## config.mk

```make
export PLATFORM = sky130hd
export DESIGN_NAME = http_header_field_extractor
export DESIGN_NICKNAME = d
export VERILOG_FILES = /design/src/hw/rtl/hhfe_pkg.sv /design/src/hw/rtl/hhfe_queue.sv /design/src/hw/rtl/hhfe_front.sv /design/src/hw/rtl/hhfe_back.sv /design/src/hw/rtl/http_header_field_extractor.sv
export SDC_FILE = /design/constraint.sdc
export NUM_CORES = 2
export LEC_CHECK = 0
export BUFFER_PORTS_ARGS = -buffer_cell sky130_fd_sc_hd__buf_2
export CAP_MARGIN = 10
export CORE_MARGIN = 2
export CORE_UTILIZATION = 40
export DETAILED_ROUTE_END_ITERATION = 10
export PLACE_DENSITY_LB_ADDON = 0.25
export SYNTH_ARGS = -nofsm -noshare
export SYNTH_HDL_FRONTEND = slang
export SYNTH_SLANG_ARGS = --single-unit
```

## constraint.sdc

```tcl
create_clock -name clk -period 10.6 [get_ports clk]
set_clock_uncertainty 0.1 [all_clocks]
set_input_delay 0.53 -clock clk [delete_from_list [all_inputs] [get_ports clk]]
set_output_delay 0.53 -clock clk [all_outputs]
set_load 0.02 [all_outputs]
```

## src/hw/rtl/hhfe_pkg.sv

```systemverilog
// shared types, constants and helpers for the header field extractor
// used by the front, queue, drain and top level; no dependencies
`default_nettype none

package hhfe_pkg;

	localparam int NAME_MAX      = 16;
	localparam int VALUE_MAX_DEF = 64;
	localparam int VALUE_MAX_HI  = 64;
	localparam int RUN_LEN_W     = $clog2(VALUE_MAX_HI + 1);
	localparam int COL_W         = 5;
	localparam int CFG_IDX_W     = 2;
	localparam int CFG_DATA_W    = 64;
	localparam int QUEUE_DEPTH   = 2;

	localparam logic [7:0] CH_CR = 8'h0D;
	localparam logic [7:0] CH_LF = 8'h0A;
	localparam logic [7:0] CH_SP = 8'h20;

	localparam logic [1:0] PH_MATCH   = 2'd0;
	localparam logic [1:0] PH_SKIP    = 2'd1;
	localparam logic [1:0] PH_COLLECT = 2'd2;

	localparam logic [CFG_IDX_W-1:0] REG_NAME_LEN  = 2'd0;
	localparam logic [CFG_IDX_W-1:0] REG_NAME_LOW  = 2'd1;
	localparam logic [CFG_IDX_W-1:0] REG_NAME_HIGH = 2'd2;

	// one pending result run
	typedef struct packed {
		logic                 mem_run;
		logic [7:0]           byte_val;
		logic                 found;
		logic                 trunc;
		logic                 bank;
		logic [RUN_LEN_W-1:0] len;
	} desc_t;

	// value bank handed back by the drain side
	typedef struct packed {
		logic valid;
		logic bank;
	} bank_rel_t;

	function automatic logic [7:0] fold_case(input logic [7:0] c);
		logic [7:0] r;
		r = c;
		if (c inside {[8'h41:8'h5A]}) begin
			r = c + 8'h20;
		end
		return r;
	endfunction

endpackage

`default_nettype wire

```

## src/hw/rtl/hhfe_queue.sv

```systemverilog
// short descriptor queue between the byte front and the result drain
// depends on hhfe_pkg for the descriptor type and depth
`default_nettype none

module hhfe_queue (
	input  wire                 clk,
	input  wire                 arst_n,
	input  wire                 push,
	input  hhfe_pkg::desc_t     push_desc,
	input  wire                 pop,
	output hhfe_pkg::desc_t     head,
	output logic                empty,
	output logic                full
);

	localparam int DEPTH = hhfe_pkg::QUEUE_DEPTH;
	localparam int PW    = (DEPTH > 1) ? $clog2(DEPTH) : 1;
	localparam int FW    = $clog2(DEPTH + 1);

	hhfe_pkg::desc_t entries_q [DEPTH];
	logic [PW-1:0] wr_ptr_q;
	logic [PW-1:0] rd_ptr_q;
	logic [FW-1:0] fill_q;

	assign head  = entries_q[rd_ptr_q];
	assign empty = (fill_q == '0);
	assign full  = (fill_q == FW'(DEPTH));

	always_ff @(posedge clk) begin
		if (push) begin
			entries_q[wr_ptr_q] <= push_desc;
		end
	end

	always_ff @(posedge clk or negedge arst_n) begin
		if (!arst_n) begin
			wr_ptr_q <= '0;
			rd_ptr_q <= '0;
			fill_q   <= '0;
		end else begin
			if (push) begin
				wr_ptr_q <= (wr_ptr_q == PW'(DEPTH - 1)) ? '0 : wr_ptr_q + PW'(1);
			end
			if (pop) begin
				rd_ptr_q <= (rd_ptr_q == PW'(DEPTH - 1)) ? '0 : rd_ptr_q + PW'(1);
			end
			if (push && !pop) begin
				fill_q <= fill_q + FW'(1);
			end else if (pop && !push) begin
				fill_q <= fill_q - FW'(1);
			end
		end
	end

endmodule

`default_nettype wire

```

## src/hw/rtl/hhfe_front.sv

```systemverilog
// byte front: name registers, line splitting, name match and value capture
// depends on hhfe_pkg; writes value bytes into the drain side's store
`default_nettype none

module hhfe_front #(
	parameter int VALUE_MAX = hhfe_pkg::VALUE_MAX_DEF,
	localparam int CW = $clog2(VALUE_MAX + 1),
	localparam int IW = (VALUE_MAX > 1) ? $clog2(VALUE_MAX) : 1
) (
	input  wire                              clk,
	input  wire                              arst_n,
	input  wire                              cfg_write,
	input  wire [hhfe_pkg::CFG_IDX_W-1:0]    cfg_index,
	input  wire [hhfe_pkg::CFG_DATA_W-1:0]   cfg_data,
	input  wire                              in_valid,
	output logic                             in_ready,
	input  wire [7:0]                        header_byte,
	input  wire                              block_end,
	output logic                             push,
	output hhfe_pkg::desc_t                  push_desc,
	input  wire                              q_full,
	input  hhfe_pkg::bank_rel_t              rel,
	output logic                             wr_en,
	output logic [IW:0]                      wr_addr,
	output logic [7:0]                       wr_data
);

	localparam int COL_W = hhfe_pkg::COL_W;

	logic [COL_W-1:0] name_len_q;
	logic [63:0]      name_lo_q;
	logic [63:0]      name_hi_q;

	logic [COL_W-1:0] column_q, column_n;
	logic             match_q, match_n;
	logic [1:0]       phase_q, phase_n;
	logic [CW-1:0]    count_q, count_n;
	logic [CW-1:0]    keep_q, keep_n;
	logic             over_q, over_n;
	logic             prior_cr_q, prior_cr_n;
	logic             drop_cr_q, drop_cr_n;
	logic             found_q, found_n;
	logic             has_bytes_q, has_bytes_n;
	logic             wbank_q, wbank_n;
	logic [1:0]       busy_q;
	logic [1:0]       busy_set;
	logic [1:0]       busy_clr;

	logic [COL_W-1:0] eff_len;
	logic [127:0]     name_all;
	logic [7:0]       name_b;
	logic             fire;
	logic             push_c;
	logic             wr_c;
	logic             name_ok;
	logic [1:0]       ph;

	assign eff_len  = (name_len_q > COL_W'(hhfe_pkg::NAME_MAX)) ?
		COL_W'(hhfe_pkg::NAME_MAX) : name_len_q;
	assign name_all = {name_hi_q, name_lo_q};
	assign name_b   = name_all[{column_q[3:0], 3'b000} +: 8];
	assign in_ready = !q_full && !busy_q[wbank_q];
	assign fire     = in_valid && in_ready;
	assign push     = fire && push_c;
	assign wr_en    = fire && wr_c;
	assign wr_addr  = {wbank_q, count_q[IW-1:0]};
	assign wr_data  = header_byte;

	always_comb begin
		column_n    = column_q;
		match_n     = match_q;
		phase_n     = phase_q;
		count_n     = count_q;
		keep_n      = keep_q;
		over_n      = over_q;
		prior_cr_n  = prior_cr_q;
		drop_cr_n   = drop_cr_q;
		found_n     = found_q;
		has_bytes_n = has_bytes_q;
		wbank_n     = wbank_q;
		busy_set    = 2'b00;
		push_c      = 1'b0;
		push_desc   = '0;
		wr_c        = 1'b0;
		name_ok     = 1'b0;
		ph          = phase_q;

		if (!found_q) begin
			if (drop_cr_q && header_byte == hhfe_pkg::CH_CR) begin
				drop_cr_n = 1'b0;
			end else begin
				drop_cr_n = 1'b0;
				if (header_byte == hhfe_pkg::CH_LF) begin
					// line only counts when its lf is not the last byte of the block
					if (!block_end && match_q &&
						!(phase_q == hhfe_pkg::PH_MATCH && column_q < eff_len)) begin
						push_c             = 1'b1;
						found_n            = 1'b1;
						push_desc.found    = 1'b1;
						push_desc.bank     = wbank_q;
						push_desc.trunc    = over_q;
						if (phase_q != hhfe_pkg::PH_COLLECT) begin
							push_desc.trunc    = 1'b0;
							push_desc.byte_val = prior_cr_q ? 8'h00 : hhfe_pkg::CH_LF;
						end else if (keep_q == '0) begin
							// value was only cr bytes, first one stands for it
							push_desc.byte_val = hhfe_pkg::CH_CR;
						end else begin
							push_desc.mem_run  = 1'b1;
							push_desc.len      = hhfe_pkg::RUN_LEN_W'(keep_q);
							busy_set[wbank_q]  = 1'b1;
							wbank_n            = !wbank_q;
						end
					end
					drop_cr_n   = has_bytes_q && !prior_cr_q;
					column_n    = '0;
					match_n     = 1'b1;
					phase_n     = hhfe_pkg::PH_MATCH;
					count_n     = '0;
					keep_n      = '0;
					over_n      = 1'b0;
					prior_cr_n  = 1'b0;
					has_bytes_n = 1'b0;
				end else begin
					has_bytes_n = 1'b1;
					prior_cr_n  = (header_byte == hhfe_pkg::CH_CR);
					if (phase_q == hhfe_pkg::PH_MATCH && column_q < eff_len) begin
						name_ok  = match_q && (hhfe_pkg::fold_case(header_byte) ==
							hhfe_pkg::fold_case(name_b));
						match_n  = name_ok;
						column_n = column_q + COL_W'(1);
						if ((column_q + COL_W'(1)) >= eff_len && name_ok) begin
							phase_n = hhfe_pkg::PH_SKIP;
						end
					end else begin
						ph = (phase_q == hhfe_pkg::PH_MATCH) ? hhfe_pkg::PH_SKIP : phase_q;
						if (match_q && ph == hhfe_pkg::PH_SKIP &&
							header_byte != hhfe_pkg::CH_SP) begin
							ph = hhfe_pkg::PH_COLLECT;
						end
						if (match_q && ph == hhfe_pkg::PH_COLLECT) begin
							if (count_q < CW'(VALUE_MAX)) begin
								wr_c    = 1'b1;
								count_n = count_q + CW'(1);
								if (header_byte != hhfe_pkg::CH_CR) begin
									keep_n = count_q + CW'(1);
								end
							end else if (header_byte != hhfe_pkg::CH_CR) begin
								over_n = 1'b1;
								keep_n = CW'(VALUE_MAX);
							end
						end
						phase_n = ph;
					end
				end
			end
		end

		if (block_end) begin
			if (!found_q) begin
				push_c    = 1'b1;
				push_desc = '0;
				busy_set  = 2'b00;
				wbank_n   = wbank_q;
			end
			column_n    = '0;
			match_n     = 1'b1;
			phase_n     = hhfe_pkg::PH_MATCH;
			count_n     = '0;
			keep_n      = '0;
			over_n      = 1'b0;
			prior_cr_n  = 1'b0;
			has_bytes_n = 1'b0;
			drop_cr_n   = 1'b0;
			found_n     = 1'b0;
		end
	end

	always_comb begin
		busy_clr = 2'b00;
		if (rel.valid) begin
			busy_clr[rel.bank] = 1'b1;
		end
	end

	always_ff @(posedge clk or negedge arst_n) begin
		if (!arst_n) begin
			name_len_q <= COL_W'(1);
			name_lo_q  <= '0;
			name_hi_q  <= '0;
		end else if (cfg_write) begin
			case (cfg_index)
				hhfe_pkg::REG_NAME_LEN:  name_len_q <= cfg_data[COL_W-1:0];
				hhfe_pkg::REG_NAME_LOW:  name_lo_q  <= cfg_data;
				hhfe_pkg::REG_NAME_HIGH: name_hi_q  <= cfg_data;
				default: ;
			endcase
		end
	end

	always_ff @(posedge clk or negedge arst_n) begin
		if (!arst_n) begin
			column_q    <= '0;
			match_q     <= 1'b1;
			phase_q     <= hhfe_pkg::PH_MATCH;
			count_q     <= '0;
			keep_q      <= '0;
			over_q      <= 1'b0;
			prior_cr_q  <= 1'b0;
			drop_cr_q   <= 1'b0;
			found_q     <= 1'b0;
			has_bytes_q <= 1'b0;
			wbank_q     <= 1'b0;
			busy_q      <= 2'b00;
		end else begin
			if (fire) begin
				column_q    <= column_n;
				match_q     <= match_n;
				phase_q     <= phase_n;
				count_q     <= count_n;
				keep_q      <= keep_n;
				over_q      <= over_n;
				prior_cr_q  <= prior_cr_n;
				drop_cr_q   <= drop_cr_n;
				found_q     <= found_n;
				has_bytes_q <= has_bytes_n;
				wbank_q     <= wbank_n;
			end
			// a bank stays held from its run's push until its last byte is read
			busy_q <= (busy_q & ~busy_clr) | (fire ? busy_set : 2'b00);
		end
	end

endmodule

`default_nettype wire

```

## src/hw/rtl/hhfe_back.sv

```systemverilog
// result drain: two-bank value store and registered output stage
// depends on hhfe_pkg; takes run descriptors from hhfe_queue
`default_nettype none

module hhfe_back #(
	parameter int VALUE_MAX = hhfe_pkg::VALUE_MAX_DEF,
	localparam int CW = $clog2(VALUE_MAX + 1),
	localparam int IW = (VALUE_MAX > 1) ? $clog2(VALUE_MAX) : 1
) (
	input  wire                  clk,
	input  wire                  arst_n,
	input  wire                  wr_en,
	input  wire [IW:0]           wr_addr,
	input  wire [7:0]            wr_data,
	input  hhfe_pkg::desc_t      head,
	input  wire                  q_empty,
	output logic                 pop,
	output hhfe_pkg::bank_rel_t  rel,
	output logic                 out_valid,
	input  wire                  out_ready,
	output logic [7:0]           value_byte,
	output logic                 found,
	output logic                 run_end,
	output logic                 truncated
);

	localparam int DEPTH = 2 << IW;

	logic [7:0]    mem [DEPTH];
	logic [7:0]    rdata_q;
	logic [CW-1:0] idx_q;
	logic          out_valid_q;
	logic          memsel_q;
	logic [7:0]    byte_q;
	logic          found_q;
	logic          run_end_q;
	logic          trunc_q;

	logic issue;
	logic last;

	assign issue = !q_empty && (!out_valid_q || out_ready);
	assign last  = !head.mem_run || (CW'(idx_q + CW'(1)) == head.len[CW-1:0]);
	assign pop   = issue && last;

	assign rel.valid = issue && head.mem_run && last;
	assign rel.bank  = head.bank;

	assign out_valid  = out_valid_q;
	assign value_byte = memsel_q ? rdata_q : byte_q;
	assign found      = found_q;
	assign run_end    = run_end_q;
	assign truncated  = trunc_q;

	always_ff @(posedge clk) begin
		if (wr_en) begin
			mem[wr_addr] <= wr_data;
		end
		if (issue && head.mem_run) begin
			rdata_q <= mem[{head.bank, idx_q[IW-1:0]}];
		end
	end

	always_ff @(posedge clk) begin
		if (issue) begin
			memsel_q  <= head.mem_run;
			byte_q    <= head.byte_val;
			found_q   <= head.found;
			run_end_q <= last;
			trunc_q   <= head.trunc;
		end
	end

	always_ff @(posedge clk or negedge arst_n) begin
		if (!arst_n) begin
			out_valid_q <= 1'b0;
			idx_q       <= '0;
		end else begin
			if (issue) begin
				out_valid_q <= 1'b1;
			end else if (out_ready) begin
				out_valid_q <= 1'b0;
			end
			if (issue && head.mem_run) begin
				idx_q <= last ? '0 : idx_q + CW'(1);
			end
		end
	end

endmodule

`default_nettype wire

```

## src/hw/rtl/http_header_field_extractor.sv

```systemverilog
// header bytes are taken one per cycle while in_ready is high; an lf pushes
// its line's value run, whose results leave one per cycle while out_ready is
// high; input stalls only while the two-run queue is full or both banks hold
// undrained runs; the store has two value banks of at least VALUE_MAX bytes
// arst_n clears all control state and sets the name length to one
// top level: front, descriptor queue and drain; depends on hhfe_pkg
`default_nettype none

module http_header_field_extractor #(
	parameter int VALUE_MAX = hhfe_pkg::VALUE_MAX_DEF
) (
	input  wire                             clk,
	input  wire                             arst_n,
	input  wire                             cfg_write,
	input  wire [hhfe_pkg::CFG_IDX_W-1:0]   cfg_index,
	input  wire [hhfe_pkg::CFG_DATA_W-1:0]  cfg_data,
	input  wire                             in_valid,
	output logic                            in_ready,
	input  wire [7:0]                       header_byte,
	input  wire                             block_end,
	output logic                            out_valid,
	input  wire                             out_ready,
	output logic [7:0]                      value_byte,
	output logic                            found,
	output logic                            run_end,
	output logic                            truncated
);

	localparam int IW = (VALUE_MAX > 1) ? $clog2(VALUE_MAX) : 1;

	logic                push;
	hhfe_pkg::desc_t     push_desc;
	hhfe_pkg::desc_t     head;
	logic                q_empty;
	logic                q_full;
	logic                pop;
	hhfe_pkg::bank_rel_t rel;
	logic                wr_en;
	logic [IW:0]         wr_addr;
	logic [7:0]          wr_data;

	hhfe_front #(.VALUE_MAX(VALUE_MAX)) u_front (
		.clk         (clk),
		.arst_n      (arst_n),
		.cfg_write   (cfg_write),
		.cfg_index   (cfg_index),
		.cfg_data    (cfg_data),
		.in_valid    (in_valid),
		.in_ready    (in_ready),
		.header_byte (header_byte),
		.block_end   (block_end),
		.push        (push),
		.push_desc   (push_desc),
		.q_full      (q_full),
		.rel         (rel),
		.wr_en       (wr_en),
		.wr_addr     (wr_addr),
		.wr_data     (wr_data)
	);

	hhfe_queue u_queue (
		.clk       (clk),
		.arst_n    (arst_n),
		.push      (push),
		.push_desc (push_desc),
		.pop       (pop),
		.head      (head),
		.empty     (q_empty),
		.full      (q_full)
	);

	hhfe_back #(.VALUE_MAX(VALUE_MAX)) u_back (
		.clk        (clk),
		.arst_n     (arst_n),
		.wr_en      (wr_en),
		.wr_addr    (wr_addr),
		.wr_data    (wr_data),
		.head       (head),
		.q_empty    (q_empty),
		.pop        (pop),
		.rel        (rel),
		.out_valid  (out_valid),
		.out_ready  (out_ready),
		.value_byte (value_byte),
		.found      (found),
		.run_end    (run_end),
		.truncated  (truncated)
	);

endmodule

`default_nettype wire

```

==> reports/metrics.cfg <==
[setup_path]
crit_path_max_fanout=76
cp-start-kind=flip-flop
crit_arrival_ns=5.73
path_class=reg2reg
required_ns=11.00
end_kind=flip-flop

[synth]
syn-cell-area_um2=49800
synthArstFlopShare_pct=14.1
yosysSeqAreaShare_pct=73.2
yosysWarnings=0
ys.flop_type=edfxtp_1
syn_nets=2483
ys_seq_elements=1242
postSynthAreaPerCell_um2=20.9
synthCells=2386
synth.distinct_cells=60
synth-edff-count=1067

[floorplan]
die_height_um=357
initial_core_util_pct=40.3
dieArea_um2=127000
fp.coreArea_um2=124000
rows=129
io_pins=93
die_x_um=357

[clock_tree]
cts_hold_buf=67
numCtsBuffers=133
cts_tree=yes
clockBufferDepth=3
htreeDepth=4
path_clk_slew_ns=0.06
cts_root_buf=clkbuf_16
cts_resized=0
clk-insertion-delay-late_ns=0.74
cts.sinks=1242
cts_setup_buffers=0

[placed_design]
place_congestion=0.837
hpwl_mm=74.4
pre_cts_ws_ns=5.34
numPortBuffers=92

[sta]
fmax_mhz=187
rsz0062_at_grt=no
finalSetupViolCount=0
min_period_ns=5.33
finalHoldViolations=0
finalCritPeriodShare_pct=50.3
fin_ws_ns=5.27
setup_tns_ns=0
worst_slew_pin_slew_ns=1.17
final_max_slew_viol_count=0
slew-limit-headroom_pct=22.0

[run]
cap_violations=0

[pwr]
p_total_mw=13.9
power_density_nw_per_um2=244
max-vdd-ir-drop_mv=0.198
p_leak_nw=18.5

[detailed_routing]
drc=0
met1_length_mm=50.3
vias_per_cell=5.65
met2_length_mm=59.0
routed_wl_mm=120
drtPass1Iterations=5
wl_met3_mm=8.17
vias=24500
dr.max_layer_used=met5
ant_nets=0
drt_iter0_drc=2874
routedWlPerCell_um=27.7

[finish]
layout-area-overhead-vs-synth_pct=14.6
final_net_count=2689
drive_gt1_share_pct=31.6
antennaDiodeCount=0

[outcome]
outcome=finished clean

[grt]
grt_pass1_wl_mm=176
grt_overflow=0
grt_pass1_vias=25500
grt_max_degree=129
antenna_found_initial=9
grtUsageTotal_pct=19.1

[hold_path]
hp-class=in2reg

[metrics by stage]
step                utilization (%)  instance area, um2  hold slack (ns)  std cells
CTS                            46.2               57100           0.0429       4332
finish                         46.2               57100           0.0694       4333
detailed placement             42.1               52100            0.382       4026
global placement               42.1               52100            0.363       4025
floorplan                         -               49800            0.134       2386
global route                   46.2               57100           0.0477       4333
[critical path, stage by stage (launching register included)]
cell	delay, ns
dfrtp_4	0.95
buf_4	0.95
buf_4	1.00
mux4_2	0.49
mux4_2	0.55
mux4_2	0.54
mux2_2	0.29
[final timing paths]
path	end	start	cells after the start	slack (ns)
worst max-delay path	u_back.rdata_q[3]	u_back.idx_q[1]	6	5.27
worst min-delay path	u_back.mem[42][5]	header_byte[5]	1	0.07
worst max register to register	u_back.rdata_q[3]	u_back.idx_q[1]	6	5.27
worst min register to register	u_front.over_q	u_front.over_q	1	0.39
max in group asynchronous	u_front.name_hi_q[12]	arst_n	4	8.24
min in group asynchronous	u_queue.fill_q[1]	arst_n	2	0.18
[layer usage]
| metal | global-route usage (%) | vias up |
|---|---|---|
| met5 | 0 | - |
| met4 | 5.14 | 2 |
| met3 | 4.17 | 172 |
| met2 | 30.8 | 882 |
| met1 | 26.3 | 13200 |
| li1 | - | 10300 |
[where the power goes]
part	leakage, nW	total (mW)	switching (mW)	internal, mW
combinational	4.72	3.62	1.89	1.72
sequential	11.7	5.76	0.236	5.52
clock	2.08	4.54	1.92	2.62
total	18.5	13.9	4.05	9.87
[cell usage in the layout, fill, tap and decap left out, types with 16 or more instances in the layout]
| cell | Yosys | routed |
|---|---|---|
| inv_1 | 22 | 22 |
| a21oi_1 | 16 | 16 |
| clkbuf_1 | 76 | 29 |
| o21ai_0 | 23 | 23 |
| buf_2 | 27 | 83 |
| nor2_1 | 155 | 155 |
| clkbuf_16 | 0 | 137 |
| dfrtp_1 | 173 | 168 |
| mux2_2 | 156 | 156 |
| nand3_1 | 19 | 17 |
| dlygate4sd3_1 | 0 | 67 |
| nand2_1 | 55 | 53 |
| mux2i_1 | 20 | 19 |
| xnor2_1 | 21 | 21 |
| mux4_2 | 364 | 364 |
| clkinv_1 | 0 | 26 |
| clkinv_2 | 0 | 19 |
| edfxtp_1 | 1067 | 1067 |
| ha_1 | 17 | 17 |
| buf_4 | 0 | 43 |
[registers in the layout, indices dropped and copies added, names as in the netlist, 2 cells and up]
signal	cells
u_front.column_q	5
u_back.rdata_q	8
u_front.phase_q	2
u_front.name_hi_q	64
u_queue.fill_q	2
u_back.idx_q	7
u_front.name_len_q	5
u_front.name_lo_q	64
u_back.mem	1024
u_front.busy_q	2
u_front.keep_q	7
u_back.byte_q	3
u_front.count_q	7
u_queue.entries_q	28
[layout make-up]
type	count	area, um2
Fill cell	10300	66600
Sequential cell	1242	36400
Multi-Input combinational cell	997	12800
Clock buffer	168	3560
Tap cell	1637	2050
Timing Repair Buffer	196	1460
Clock inverter	71	716
Inverter	22	82.6
[Yosys cell counts (3+ instances only)]
master	instances	area [um2]
buf_1	17	63.8
nor4b_1	4	35.0
a221oi_1	6	52.6
xor2_1	11	96.3
a21oi_1	16	80.1
nand4_1	6	37.5
nand2_1	55	206
a22oi_1	5	37.5
nor3_1	11	55.1
nand3b_1	3	22.5
a211oi_1	4	30.0
mux4_2	364	8200
ha_1	17	213
dfrtp_1	173	4330
inv_1	22	82.6
a31oi_1	3	18.8
nor4_1	4	25.0
nand3_1	19	95.1
nor2_1	155	582
clkbuf_1	76	285
mux2i_1	20	200
and3_1	15	93.8
nand2b_1	6	37.5
buf_2	27	135
mux2_2	156	1760
buf_6	4	45.0
edfxtp_1	1067	32000
o31ai_1	9	67.6
and2_1	10	62.6
a21o_1	5	37.5
nor2b_1	13	81.3
xnor2_1	21	184
o21ai_0	23	115
a22o_1	7	61.3
[cells by family (layout without fill, tap and decap cells)]
group,Yosys count,after routing,share of synthesized area [%]
AOI/OAI and AO/OA,98,98,1.36
xor gates and xnor gates,32,32,0.563
adders and majority gates,17,17,0.427
buffers and inverters,147,457,1.27
DFF,1242,1242,73.2
muxes,540,540,20.4
and+or+nand+nor,310,310,2.82
Note: power is estimated with default switching activity, not from simulation.
